--- src/rtl/max_flow_dfs_augment_defines.svh ---
// assertion macros shared by the max flow block
// no dependencies; included by modules that carry assertions
`ifndef MAX_FLOW_DFS_AUGMENT_DEFINES_SVH
`define MAX_FLOW_DFS_AUGMENT_DEFINES_SVH

// same-cycle implication, disabled during reset
`define MFDA_ASSERT_NOW(lbl, ante, cons, msg) \
  lbl: assert property (@(posedge clk) disable iff (!rst_n) (ante) |-> (cons)) else $error(msg);

// next-cycle implication, disabled during reset
`define MFDA_ASSERT_NEXT(lbl, ante, cons, msg) \
  lbl: assert property (@(posedge clk) disable iff (!rst_n) (ante) |=> (cons)) else $error(msg);

`endif

--- src/rtl/mfda_pkg.sv ---
// shared types and constants of the max flow block
// no dependencies
package mfda_pkg;

  // transaction operation codes
  localparam logic [1:0] OP_LOAD  = 2'd0;
  localparam logic [1:0] OP_RUN   = 2'd1;
  localparam logic [1:0] OP_CLEAR = 2'd2;

  // result width and saturation value
  localparam int         FLOW_W   = 20;
  localparam logic [FLOW_W-1:0] FLOW_MAX = 20'hFFFFF;

  // shared arithmetic unit operations
  typedef enum logic [1:0] {
    ALU_MIN,
    ALU_SUB,
    ALU_ADD
  } alu_op_t;

endpackage

--- src/rtl/mfda_alu.sv ---
// shared arithmetic unit: minimum, subtract, add
// depends on mfda_pkg
module mfda_alu
  import mfda_pkg::*;
#(
  parameter int DW = 21
) (
  input  alu_op_t         op,
  input  logic [DW-1:0]   a,
  input  logic [DW-1:0]   b,
  output logic [DW-1:0]   y
);

  // one compare, subtract or add per use
  always_comb begin
    unique case (op)
      ALU_MIN: y = (a < b) ? a : b;
      ALU_SUB: y = a - b;
      ALU_ADD: y = a + b;
      default: y = a;
    endcase
  end

endmodule

--- config.mk ---
export PLATFORM = sky130hd
export DESIGN_NAME = mfda_alu
export DESIGN_NICKNAME = d
export VERILOG_FILES = /design/src/rtl/max_flow_dfs_augment_defines.svh /design/src/rtl/mfda_pkg.sv /design/src/rtl/mfda_alu.sv
export SDC_FILE = /design/constraint.sdc
export NUM_CORES = 1
export LEC_CHECK = 0
export ABC_AREA = 1
export BUFFER_PORTS_ARGS = -buffer_cell sky130_fd_sc_hd__buf_2
export CAP_MARGIN = 10
export CORE_ASPECT_RATIO = 0.9
export CORE_MARGIN = 2
export CORE_UTILIZATION = 49
export DETAILED_ROUTE_END_ITERATION = 12
export PLACE_DENSITY_LB_ADDON = 0.3
export SYNTH_ARGS = -nofsm -noshare
export SYNTH_HDL_FRONTEND = slang
export SYNTH_SLANG_ARGS = --single-unit
--- constraint.sdc ---
create_clock -name vclk -period 2.3
set_clock_uncertainty 0.15 [all_clocks]
set_input_delay 0.23 -clock vclk [all_inputs]
set_output_delay 0.23 -clock vclk [all_outputs]
set_load 0.1 [all_outputs]
==> results of run 1 <==
[kinds of logic after synthesis]
| kind of cell | after synthesis | synth area share, % |
|---|---|---|
| AO/OA/AOI/OAI | 94 | 14.2 |
| buffers and inverters | 167 | 18.9 |
| XOR/XNOR | 3 | 0.729 |
| AND/OR/NAND/NOR | 423 | 50.8 |
| adder cells (fa/ha/maj) | 43 | 15.3 |
[metrics by stage]
stage	hold slack, ns	TNS (ns)	cell area [um^2]	util [%]
2_1_floorplan	0.590	-2.80	4120	-
3_3_place_gp	0.766	-3.24	5800	81.9
3_5_place_dp	0.775	-4.77	5800	81.9
4_1_cts	0.774	-1.99	6180	87.4
[what timing repair did]
item,4_1_cts
hold buffers,0
gates resized for setup,81
pin swaps,34
cloned,1
endpoints found under the setup margin,21
buffers inserted,14
[Yosys cell counts, types with 2 or more instances]
library cell / count / area [um^2]
nand2_1: 237 / 890
inv_1: 145 / 544
nand3_1: 84 / 420
nor2_1: 57 / 214
a21oi_1: 46 / 230
ha_1: 41 / 513
o21ai_0: 23 / 115
nand4_1: 17 / 106
o21ai_1: 11 / 55.1
buf_2: 10 / 50.1
nand2_2: 8 / 50.1
o21bai_1: 6 / 45.0
nor3_1: 5 / 25.0
buf_4: 4 / 30.0
and2_1: 3 / 18.8
clkbuf_1: 3 / 11.3
nand3b_1: 3 / 22.5
xor2_1: 3 / 26.3
buf_6: 2 / 22.5
fa_1: 2 / 40.0
nor2_4: 2 / 22.5
nor4_1: 2 / 12.5
o22ai_1: 2 / 12.5
==> flow_metrics.tcl, run 1 <==
set metrics [dict create \
    status "did not finish" \
    stop_stage "5_1_grt" \
    tool.error "[ERROR DPL-0038] Utilization greater than 100%, impossible to legalize" \
    place_inst 1015 \
    synth_area_mm2 0.00361 \
    dpl.hpwl_mm 13.3 \
    synth_nets 817 \
    syn_area_per_cell_um2 4.94 \
    ios 65 \
    rows 29 \
    synth_cell_type_count 37 \
    grt_max_degree 14 \
    die_w_um 94.4 \
    start_util_pct 51.0 \
    crit_endpoint "y[10]" \
    pre_cts_ws_ns -0.339 \
    yosysWarnings 0 \
    die_y_um 85.4 \
    gp_congestion 1.02 \
    synthesis.instances 730 \
    worstEpCategory "top-level output" \
    port_buffers 65 \
    synth-seq-area-share_pct 0 \
]
==> inputs of run 2 (changes only) <==
CORE_ASPECT_RATIO = unset   (was 0.9)
CORE_UTILIZATION = 34   (was 49)
PLACE_DENSITY_LB_ADDON = 0.15   (was 0.3)
==> run 2 against run 1 <==
  * The flow now finishes, with violations (negative setup slack)
  * Area after synthesis unchanged
  * Synthesized cell count unchanged
==> flow_metrics.tcl, run 2 <==
set metrics [dict create \
    status "finished with violations" \
    failed_checks "negative setup slack" \
    max-vdd-ir-drop_v 0.000284 \
    netlist_top_cells_area "nand2_1 25%, inv_1 15%, ha_1 14%" \
    ios 65 \
    routed_via_density 5.06 \
    place_inst 1059 \
    gr-usage-met1_pct 39.9 \
    worst_slack_ns -0.173 \
    rows 37 \
    grt_max_degree 14 \
    top_usage_layer "met2" \
    grt_remaining_overflow 0 \
    n_antenna_cell 0 \
    grt_pass1_wl_mm 26.5 \
    critPathTopFamily "simple AND/OR/NAND/NOR gates" \
    crit_fanout 5 \
    core_mm2 0.0103 \
    synth_nets 817 \
    drive_above_1_share_pct 52.1 \
    post-route-period-util_pct 108 \
    cp_common_cell "buf_12" \
    num-nets-final 1060 \
    yosysMostFrequentCell "nand2_1" \
    finalCriticalPeriod_ns 2.47 \
    min_path_type "primary input to primary output" \
    port_buffers 65 \
    regArea_um2 0 \
    n_fill_cell 894 \
    critical_path_buf_inv_count 6 \
    drv_cap 0 \
    synth_top_area_cell "nand2_1" \
    netlist_top_cells_count "237 x nand2_1, 145 x inv_1, 84 x nand3_1" \
    globalRouteMet3Util_pct 1.16 \
    slew_viol_final 0 \
    syn2layout_area_growth_pct 102 \
    synth_area_mm2 0.00361 \
    hold_buffers 0 \
    yosysWarnings 0 \
    start_util_pct 34.9 \
    route.vias.total 5605 \
    routed_wl_mm 17.4 \
    track_usage_pct 29.0 \
    nClkBuffers 0 \
    finalPower_mw 2.61 \
    dieArea_mm2 0.0114 \
    relSlewSlack_pct 40.9 \
    end_kind "primary output" \
    final_common_cell "buf_4" \
    die_y_um 107 \
    slowest_stage "ha_4" \
    grt_pass1_vias 5432 \
    pre_cts_ws_ns -0.287 \
    syn_area_per_cell_um2 4.94 \
    worst_pin_slew_ns 0.885 \
    finalSetupViolations 17 \
    place_area_mm2 0.00588 \
    crit_start "b[10]" \
    final_cell_mix "178 x buf_4, 166 x nand2_1, 108 x inv_1, 52 x nand3_1, 50 x nand2_2" \
    finalHoldViolCount 0 \
    cp.required_ns 1.92 \
    grt_setup_unrepaired "true" \
    crit_path_max_incr_delay_ns 0.30 \
    final_area_mm2 0.00728 \
    drtIter0Drc 341 \
    path_cells "buf_12 -> inv_12 -> ha_4 -> buf_12 -> nand2_8 -> nor2_4 -> nand2_2 -> nor2_4 -> nand2_4 -> nand3_4 -> buf_12 -> buf_8 -> nand2_2 -> o21ai_2 -> nand2_1 -> nand3b_1 -> buf_12" \
    antenna_found_initial 0 \
    final_cells 1107 \
    gp_congestion 0.960 \
    path_depth 17 \
    synth-seq-area-share_pct 0 \
    fmax_ghz 0.404 \
    p_leak_nw 3.77 \
    crit_path_end "y[12]" \
    dpl.hpwl_mm 13.4 \
    synthesis.instances 730 \
    die_w_um 107 \
    power_density_mw_per_mm2 359 \
    cp.arrival_ns 2.09 \
    setup-tns-final_ns -1.94 \
    synth_top_area_share_pct 24.7 \
    wl_per_cell_um 15.7 \
    crit_type "primary input to primary output" \
    cp-start-kind "primary input" \
    grt_util_met2_pct 50.3 \
    drc 0 \
    final_antenna_net_count 0 \
    drtPass1Iterations 5 \
    synth_cell_type_count 37 \
    design.seq.count 0 \
]
## run 2: cell counts after synthesis
No cell type changed its count.
## run 2: how the worst min path moves through the flow
stage          start    end  slack [ns]  cells past startpoint
6_report        a[6]   y[6]        0.71                      4
5_1_grt         a[6]   y[6]        0.72                      4
4_1_cts         a[6]   y[6]        0.74                      4
3_5_place_dp    a[1]   y[1]        0.75                      4
3_3_place_gp    a[1]   y[1]        0.75                      4
2_1_floorplan  a[13]  y[13]        0.59                      2
## run 2: what timing repair did
item	CTS	global route
setup buffers	32	17
pin swaps	65	55
endpoints found under the setup margin	21	21
gates resized for setup	138	153
gates cloned	3	0
## run 2: layout make-up
cell class / instances / area, um^2 / share of cell area [%]
Inverter: 147 / 601 / 8.25
Multi-Input combinational cell: 563 / 4130 / 56.7
Tap cell: 136 / 170 / 2.34
Timing Repair Buffer: 261 / 2380 / 32.8
## run 2: metal layers
layer	share of wire, %	wire length (um)
met1	45	7820
met2	48	8370
met3	5.2	904
met4	1.5	264
met5	0	0
## run 2: logic make-up after synthesis
logic type / share of synthesized area, %
adders and majority gates: 15.3
and+or+nand+nor: 50.8
AOI/OAI and AO/OA: 14.2
buffers and inverters: 18.9
xor gates and xnor gates: 0.729
## run 2: report_power, final
part	total (mW)	internal, mW	switching, mW
clock network	0	0	0
logic	2.61	1.10	1.51
registers	0	0	0
total	2.61	1.10	1.51
## run 2: per-stage QoR
stage	util, %	hold WS, ns
after floorplan	-	0.590
after global placement	57.0	0.748
after detailed placement	57.0	0.753
after CTS	64.8	0.744
after global routing	70.5	0.721
final	70.5	0.709
Power figures use the tool's default switching activity.
